===== src/hdl/smx_pkg.sv =====
// shared constants and control types for the splitmix64 choice generator
`timescale 1ns / 1ps
`default_nettype none
package smx_pkg;

  localparam int unsigned WORD_W = 64;
  localparam int unsigned HALF_W = WORD_W / 2;

  localparam logic [WORD_W-1:0] GOLDEN_GAMMA = 64'h9E3779B97F4A7C15;
  localparam logic [WORD_W-1:0] MIX_MUL_A    = 64'hBF58476D1CE4E5B9;
  localparam logic [WORD_W-1:0] MIX_MUL_B    = 64'h94D049BB133111EB;
  localparam int unsigned MIX_SHIFT_A = 30;
  localparam int unsigned MIX_SHIFT_B = 27;
  localparam int unsigned MIX_SHIFT_C = 31;

  localparam int unsigned DIV_CNT_W = $clog2(WORD_W);

  // partial product selection
  localparam logic [1:0] MUL_NONE = 2'd0;
  localparam logic [1:0] MUL_LL   = 2'd1;
  localparam logic [1:0] MUL_LH   = 2'd2;
  localparam logic [1:0] MUL_HL   = 2'd3;

  // accumulator operation
  localparam logic [1:0] ACC_NONE    = 2'd0;
  localparam logic [1:0] ACC_LOAD    = 2'd1;
  localparam logic [1:0] ACC_ADD_HI  = 2'd2;

  typedef struct packed {
    logic       cap_bound;
    logic       advance;
    logic       mix_b;
    logic       mix_fin;
    logic       div_step;
    logic       out_load;
    logic       out_zero;
    logic       ksel_b;
    logic [1:0] mul_op;
    logic [1:0] acc_op;
  } cmd_t;

  typedef struct packed {
    logic bound_zero;
  } status_t;

endpackage
`default_nettype wire


===== src/hdl/smx_dp.sv =====
// datapath: generator state, split multiplier, radix-2 remainder unit, result register
`timescale 1ns / 1ps
`default_nettype none
module smx_dp import smx_pkg::*; (
  input  wire logic              clk,
  input  wire logic              rst,
  input  wire logic              seed_wr,
  input  wire logic [WORD_W-1:0] seed,
  input  wire logic [WORD_W-1:0] bound,
  input  wire cmd_t              cmd,
  output status_t                status,
  output logic      [WORD_W-1:0] choice
);

  logic [WORD_W-1:0] rng_state;
  logic [WORD_W-1:0] bound_reg;
  logic [WORD_W-1:0] mop;
  logic [WORD_W-1:0] prod;
  logic [WORD_W-1:0] acc;
  logic [WORD_W-1:0] z;
  logic [WORD_W-1:0] rem;

  logic [WORD_W-1:0] state_adv;
  logic [WORD_W-1:0] kmul;
  logic [HALF_W-1:0] mul_a;
  logic [HALF_W-1:0] mul_b;
  logic [WORD_W:0]   rem_sh;
  logic [WORD_W:0]   rem_sub;

  assign status.bound_zero = (bound == '0);
  assign state_adv = rng_state + GOLDEN_GAMMA;
  assign kmul      = cmd.ksel_b ? MIX_MUL_B : MIX_MUL_A;

  always_comb begin
    case (cmd.mul_op)
      MUL_LH: begin
        mul_a = mop[HALF_W-1:0];
        mul_b = kmul[WORD_W-1:HALF_W];
      end
      MUL_HL: begin
        mul_a = mop[WORD_W-1:HALF_W];
        mul_b = kmul[HALF_W-1:0];
      end
      default: begin
        mul_a = mop[HALF_W-1:0];
        mul_b = kmul[HALF_W-1:0];
      end
    endcase
  end

  assign rem_sh  = {rem, z[WORD_W-1]};
  assign rem_sub = rem_sh - {1'b0, bound_reg};

  always_ff @(posedge clk) begin
    if (rst) begin
      rng_state <= '0;
    end else if (seed_wr) begin
      rng_state <= seed;
    end else if (cmd.advance) begin
      rng_state <= state_adv;
    end
  end

  always_ff @(posedge clk) begin
    if (cmd.cap_bound) begin
      bound_reg <= bound;
    end
    if (cmd.advance) begin
      mop <= state_adv ^ (state_adv >> MIX_SHIFT_A);
    end else if (cmd.mix_b) begin
      mop <= acc ^ (acc >> MIX_SHIFT_B);
    end
    if (cmd.mul_op != MUL_NONE) begin
      prod <= WORD_W'(mul_a) * WORD_W'(mul_b);
    end
    case (cmd.acc_op)
      ACC_LOAD:   acc <= prod;
      ACC_ADD_HI: acc <= acc + {prod[HALF_W-1:0], {HALF_W{1'b0}}};
      default:    acc <= acc;
    endcase
    if (cmd.mix_fin) begin
      z   <= acc ^ (acc >> MIX_SHIFT_C);
      rem <= '0;
    end else if (cmd.div_step) begin
      z <= {z[WORD_W-2:0], 1'b0};
      if (!rem_sub[WORD_W]) begin
        rem <= rem_sub[WORD_W-1:0];
      end else begin
        rem <= rem_sh[WORD_W-1:0];
      end
    end
    if (cmd.out_load) begin
      choice <= cmd.out_zero ? '0 : rem;
    end
  end

endmodule
`default_nettype wire


===== src/hdl/smx_ctrl.sv =====
// controller: sequences advance, two multiply rounds, remainder loop and result handoff
`timescale 1ns / 1ps
`default_nettype none
module smx_ctrl import smx_pkg::*; (
  input  wire logic    clk,
  input  wire logic    rst,
  input  wire logic    in_valid,
  output logic         in_stall,
  output logic         out_valid,
  input  wire logic    out_stall,
  input  wire status_t status,
  output cmd_t         cmd
);

  localparam logic [3:0] S_IDLE = 4'd0;
  localparam logic [3:0] S_ADV  = 4'd1;
  localparam logic [3:0] S_MUL0 = 4'd2;
  localparam logic [3:0] S_MUL1 = 4'd3;
  localparam logic [3:0] S_MUL2 = 4'd4;
  localparam logic [3:0] S_MUL3 = 4'd5;
  localparam logic [3:0] S_MIXB = 4'd6;
  localparam logic [3:0] S_FIN  = 4'd7;
  localparam logic [3:0] S_DIV  = 4'd8;
  localparam logic [3:0] S_DONE = 4'd9;

  logic [3:0]           state;
  logic [3:0]           state_next;
  logic [DIV_CNT_W-1:0] cnt;
  logic                 round;
  logic                 zero;
  logic                 out_free;

  assign in_stall = (state != S_IDLE);
  assign out_free = !out_valid || !out_stall;

  always_comb begin
    cmd        = '0;
    cmd.ksel_b = round;
    state_next = state;
    case (state)
      S_IDLE: begin
        if (in_valid) begin
          cmd.cap_bound = 1'b1;
          state_next = status.bound_zero ? S_DONE : S_ADV;
        end
      end
      S_ADV: begin
        cmd.advance = 1'b1;
        state_next = S_MUL0;
      end
      S_MUL0: begin
        cmd.mul_op = MUL_LL;
        state_next = S_MUL1;
      end
      S_MUL1: begin
        cmd.mul_op = MUL_LH;
        cmd.acc_op = ACC_LOAD;
        state_next = S_MUL2;
      end
      S_MUL2: begin
        cmd.mul_op = MUL_HL;
        cmd.acc_op = ACC_ADD_HI;
        state_next = S_MUL3;
      end
      S_MUL3: begin
        cmd.acc_op = ACC_ADD_HI;
        if (round) begin
          state_next = S_FIN;
        end else begin
          state_next = S_MIXB;
        end
      end
      S_MIXB: begin
        cmd.mix_b = 1'b1;
        state_next = S_MUL0;
      end
      S_FIN: begin
        cmd.mix_fin = 1'b1;
        state_next = S_DIV;
      end
      S_DIV: begin
        cmd.div_step = 1'b1;
        if (cnt == '0) begin
          state_next = S_DONE;
        end
      end
      S_DONE: begin
        if (out_free) begin
          cmd.out_load = 1'b1;
          cmd.out_zero = zero;
          state_next = S_IDLE;
        end
      end
      default: state_next = S_IDLE;
    endcase
  end

  always_ff @(posedge clk) begin
    if (rst) begin
      state     <= S_IDLE;
      cnt       <= '0;
      round     <= 1'b0;
      zero      <= 1'b0;
      out_valid <= 1'b0;
    end else begin
      state <= state_next;
      if (state == S_IDLE && in_valid) begin
        zero  <= status.bound_zero;
        round <= 1'b0;
      end
      if (state == S_MUL3) begin
        round <= 1'b1;
      end
      if (state == S_FIN) begin
        cnt <= DIV_CNT_W'(WORD_W - 1);
      end else if (state == S_DIV) begin
        cnt <= cnt - DIV_CNT_W'(1);
      end
      if (cmd.out_load) begin
        out_valid <= 1'b1;
      end else if (!out_stall) begin
        out_valid <= 1'b0;
      end
    end
  end

endmodule
`default_nettype wire


===== src/hdl/splitmix64_bounded_choice_core.sv =====
// top level of the seeded splitmix64 bounded choice generator
//
//   port group   dir   handshake              payload
//   in           in    in_valid / in_stall    bound[63:0]
//   out          out   out_valid / out_stall  choice[63:0]
//   seed write   in    seed_wr                seed[63:0]
//
// a nonzero bound passes after acceptance through one advance, two rounds of 32x32
// multiplies, the mid and final mixes, 64 remainder steps and one handoff of the
// waiting result; the next item is taken after the handoff, zero bounds skip to it
// rst clears the generator state to zero and the result register to empty
// a held result keeps its value; a new item is taken while it waits, and the
// handoff of the next result waits until it is taken
`timescale 1ns / 1ps
`default_nettype none
module splitmix64_bounded_choice_core import smx_pkg::*; (
  input  wire logic              clk,
  input  wire logic              rst,
  input  wire logic              seed_wr,
  input  wire logic [WORD_W-1:0] seed,
  input  wire logic              in_valid,
  output logic                   in_stall,
  input  wire logic [WORD_W-1:0] bound,
  output logic                   out_valid,
  input  wire logic              out_stall,
  output logic      [WORD_W-1:0] choice
);

  cmd_t    cmd;
  status_t status;

  smx_ctrl u_ctrl (
    .clk       (clk),
    .rst       (rst),
    .in_valid  (in_valid),
    .in_stall  (in_stall),
    .out_valid (out_valid),
    .out_stall (out_stall),
    .status    (status),
    .cmd       (cmd)
  );

  smx_dp u_dp (
    .clk     (clk),
    .rst     (rst),
    .seed_wr (seed_wr),
    .seed    (seed),
    .bound   (bound),
    .cmd     (cmd),
    .status  (status),
    .choice  (choice)
  );

endmodule
`default_nettype wire


===== config.mk =====
export PLATFORM = sky130hd
export DESIGN_NAME = splitmix64_bounded_choice_core
export DESIGN_NICKNAME = d
export VERILOG_FILES = /design/src/hdl/smx_pkg.sv /design/src/hdl/smx_dp.sv /design/src/hdl/smx_ctrl.sv /design/src/hdl/splitmix64_bounded_choice_core.sv
export SDC_FILE = /design/constraint.sdc
export NUM_CORES = 2
export LEC_CHECK = 0
export BUFFER_PORTS_ARGS = -buffer_cell sky130_fd_sc_hd__buf_2
export CORE_ASPECT_RATIO = 1.75
export CORE_MARGIN = 10
export CORE_UTILIZATION = 40
export DETAILED_ROUTE_END_ITERATION = 8
export PLACE_DENSITY = 0.6
export REMOVE_ABC_BUFFERS = 1
export SLEW_MARGIN = 5
export SYNTH_ARGS = -nofsm -noshare
export SYNTH_HDL_FRONTEND = slang
export SYNTH_SLANG_ARGS = --single-unit

===== constraint.sdc =====
create_clock -name clk -period 11.89 [get_ports clk]
set_clock_uncertainty 0.2 [all_clocks]
set_input_delay 1.7835 -clock clk [delete_from_list [all_inputs] [get_ports clk]]
set_output_delay 1.7835 -clock clk [all_outputs]
set_load 0.03 [all_outputs]

==> results.json <==
{
  "fillers": 14100,
  "synth_compound_area_share_pct": 9.86,
  "synth-adder-area-share_pct": 37.1,
  "pin_count": 199,
  "cts_buffer_depth": 3,
  "critical_path.startpoint": "u_ctrl.state[1]$_SDFFE_PP0P_",
  "drv_cap": 1,
  "violations": "capacitance limit, slew limit",
  "cts-root-buf": "clkbuf_16",
  "synth-edff-count": 384,
  "fin_crit_ps": 11440,
  "nets": 7592,
  "synth_top_area_cell": "fa_1",
  "synth_top_family_by_area": "adder cells",
  "crit_buf_inv": 7,
  "h-tree-depth": 2,
  "grt_max_degree": 101,
  "cpPeakStageDelay_ps": 1110,
  "dieArea_um2": 163000,
  "crit_top_cell": "fa_1",
  "async_flop_share_pct": 0,
  "crit_slowest_cell": "ha_1",
  "worst_pin_slew_ps": 1490,
  "drc": 0,
  "yosysUniqueCellTypes": 94,
  "ant_nets": 0,
  "grt_pass1_vias": 47300,
  "drive_gt1_share_pct": 7.68,
  "crit_type": "reg2reg",
  "finalMaxSlewViolations": 1,
  "cts_sinks": 525,
  "chipHeight_um": 527,
  "cts_tree": "done",
  "hold_viol_final": 0,
  "worstSetupEndpointType": "flip-flop",
  "syn_to_final_growth_pct": 8.36,
  "ys_seq_area_share_pct": 24.5,
  "grt_pass1_wl_mm": 330,
  "grt_usage_pct": 28.4,
  "setup_viol": 0,
  "min-delay-start": "u_dp.rem[2]$_SDFFE_PP0N_",
  "syn_area_um2": 58700,
  "yosys_warnings": 0,
  "core.rowCount": 185,
  "yosysTopAreaCellShare_pct": 27.3,
  "grt_overflow": 0,
  "initial_core_util_pct": 40.3,
  "placeableCoreArea_um2": 146000,
  "cts_buffers": 49,
  "rsz0062_at_grt": "no",
  "synth_ff_type": "edfxtp_1",
  "via_count": 44300,
  "muxShareOfSynthArea_pct": 1.92,
  "hold_path_class": "reg2reg",
  "ys_seq_elements": 525,
  "synth_xor_xnor_area_share_pct": 5.52,
  "fin_crit_sh_pct": 96.2,
  "cts_hold_buf": 0,
  "arrival_ps": 11640,
  "critPathMaxFanout": 17,
  "cp.required_ps": 12090,
  "initialDrtViolationCount": 3361,
  "synthTopCellsByCount": "inv_1, fa_1, nand2_1",
  "slew_headroom_pct": -0.686,
  "start_kind": "flip-flop",
  "syn-instance-count": 6106,
  "finish.utilization_pct": 43.7,
  "timing.rr.start": "u_ctrl.state[1]$_SDFFE_PP0P_",
  "synth-simple-area-share_pct": 12.3,
  "gp_congestion": 1.07,
  "drt-wirelength-per-cell_um": 28.8,
  "setup_tns_ps": 0,
  "max_freq_mhz": 87.4,
  "drtPass1Iterations": 8,
  "yosysMostFrequentCell": "inv_1",
  "routed_wirelength_mm": 234,
  "die_x_um": 309,
  "antenna_found_initial": 19,
  "hpwl_mm": 192,
  "vias_per_cell": 5.46,
  "clk_pin_slew_ps": 70,
  "critPathTopFamily": "adder cells",
  "synthTopCellsByArea": "fa_1, edfxtp_1, ha_1, inv_1, dfxtp_1",
  "avgSynthCellArea_um2": 9.61,
  "clock_latency_ps": 660,
  "portBuffers": 198,
  "outcome": "finished with violations"
}
[kinds of logic after synthesis]
family | count (synthesis)
compound gates | 937
xor+xnor | 369
fa+ha+maj | 1259
buf+inv | 1371
flops | 525
mux | 107
simple gates | 1538
[tightest hold or removal path, stage by stage, from the launching register on]
cell	delay, ps
dfxtp_1	340
nand2_1	60
o21ai_1	50
[cells in the final DEF (no fill, tap or decap), types with 61 or more instances in the layout]
cell type     n
fa_1        801
xor2_1      153
mux2i_1      61
buf_2       197
nor2_1      379
ha_1        453
o21ai_0     269
dfxtp_1     141
nand2_1     564
buf_4        83
inv_1      1124
and2_1      144
edfxtp_1    384
nand2b_1     90
xnor2_1     215
a21o_1       99
a21oi_1     280
[timing repair]
action | in CTS | in global routing
gates resized for setup | 0 | 1
buffers inserted | 0 | 2
setup endpoints to repair | 0 | 5
[path summary, 6_finish.rpt]
kind,to,slack [ps],depth (start not counted)
setup / recovery,u_dp.prod[63]$_DFFE_PP_,450,29
hold / removal,u_dp.rem[2]$_SDFFE_PP0N_,290,2
setup reg to reg,u_dp.prod[63]$_DFFE_PP_,450,29
hold reg to reg,u_dp.rem[2]$_SDFFE_PP0N_,290,2
[metal layers]
layer  wire [um]  track usage, %  vias up  part of all wire (%)
met5          23               0        -                0.0098
met2      123000            52.4     1684                    53
li1            -               -    19800                     -
met1       74200            27.1    22200                    32
met3       10600            3.27      659                   4.5
met4       25600            25.6        4                    11
[layout make-up]
| cell class | instances | area [um2] | area share (%) |
|---|---|---|---|
| Tap cell | 1870 | 2340 | 3.68 |
| Inverter | 1133 | 4250 | 6.69 |
| Multi-Input combinational cell | 4210 | 39200 | 61.7 |
| Clock inverter | 34 | 429 | 0.675 |
| Sequential cell | 525 | 14400 | 22.6 |
| Timing Repair Buffer | 281 | 1630 | 2.56 |
| Clock buffer | 57 | 1320 | 2.07 |
| Antenna cell | 8 | 20.0 | 0.0315 |
[metrics by stage]
| stage | std cells | hold slack [ps] | setup WS, ps | cell area (um2) |
|---|---|---|---|---|
| floorplan | 5868 | 251 | 1180 | 57700 |
| global placement | 8017 | 275 | 565 | 61800 |
| detailed placement | 8017 | 276 | 542 | 61800 |
| CTS | 8108 | 286 | 485 | 63500 |
| global route | 8115 | 308 | 222 | 63500 |
| finish | 8118 | 287 | 452 | 63600 |
Power is not shown: default switching activity piles up to over one toggle a cycle in this logic, so the estimate is an artifact.
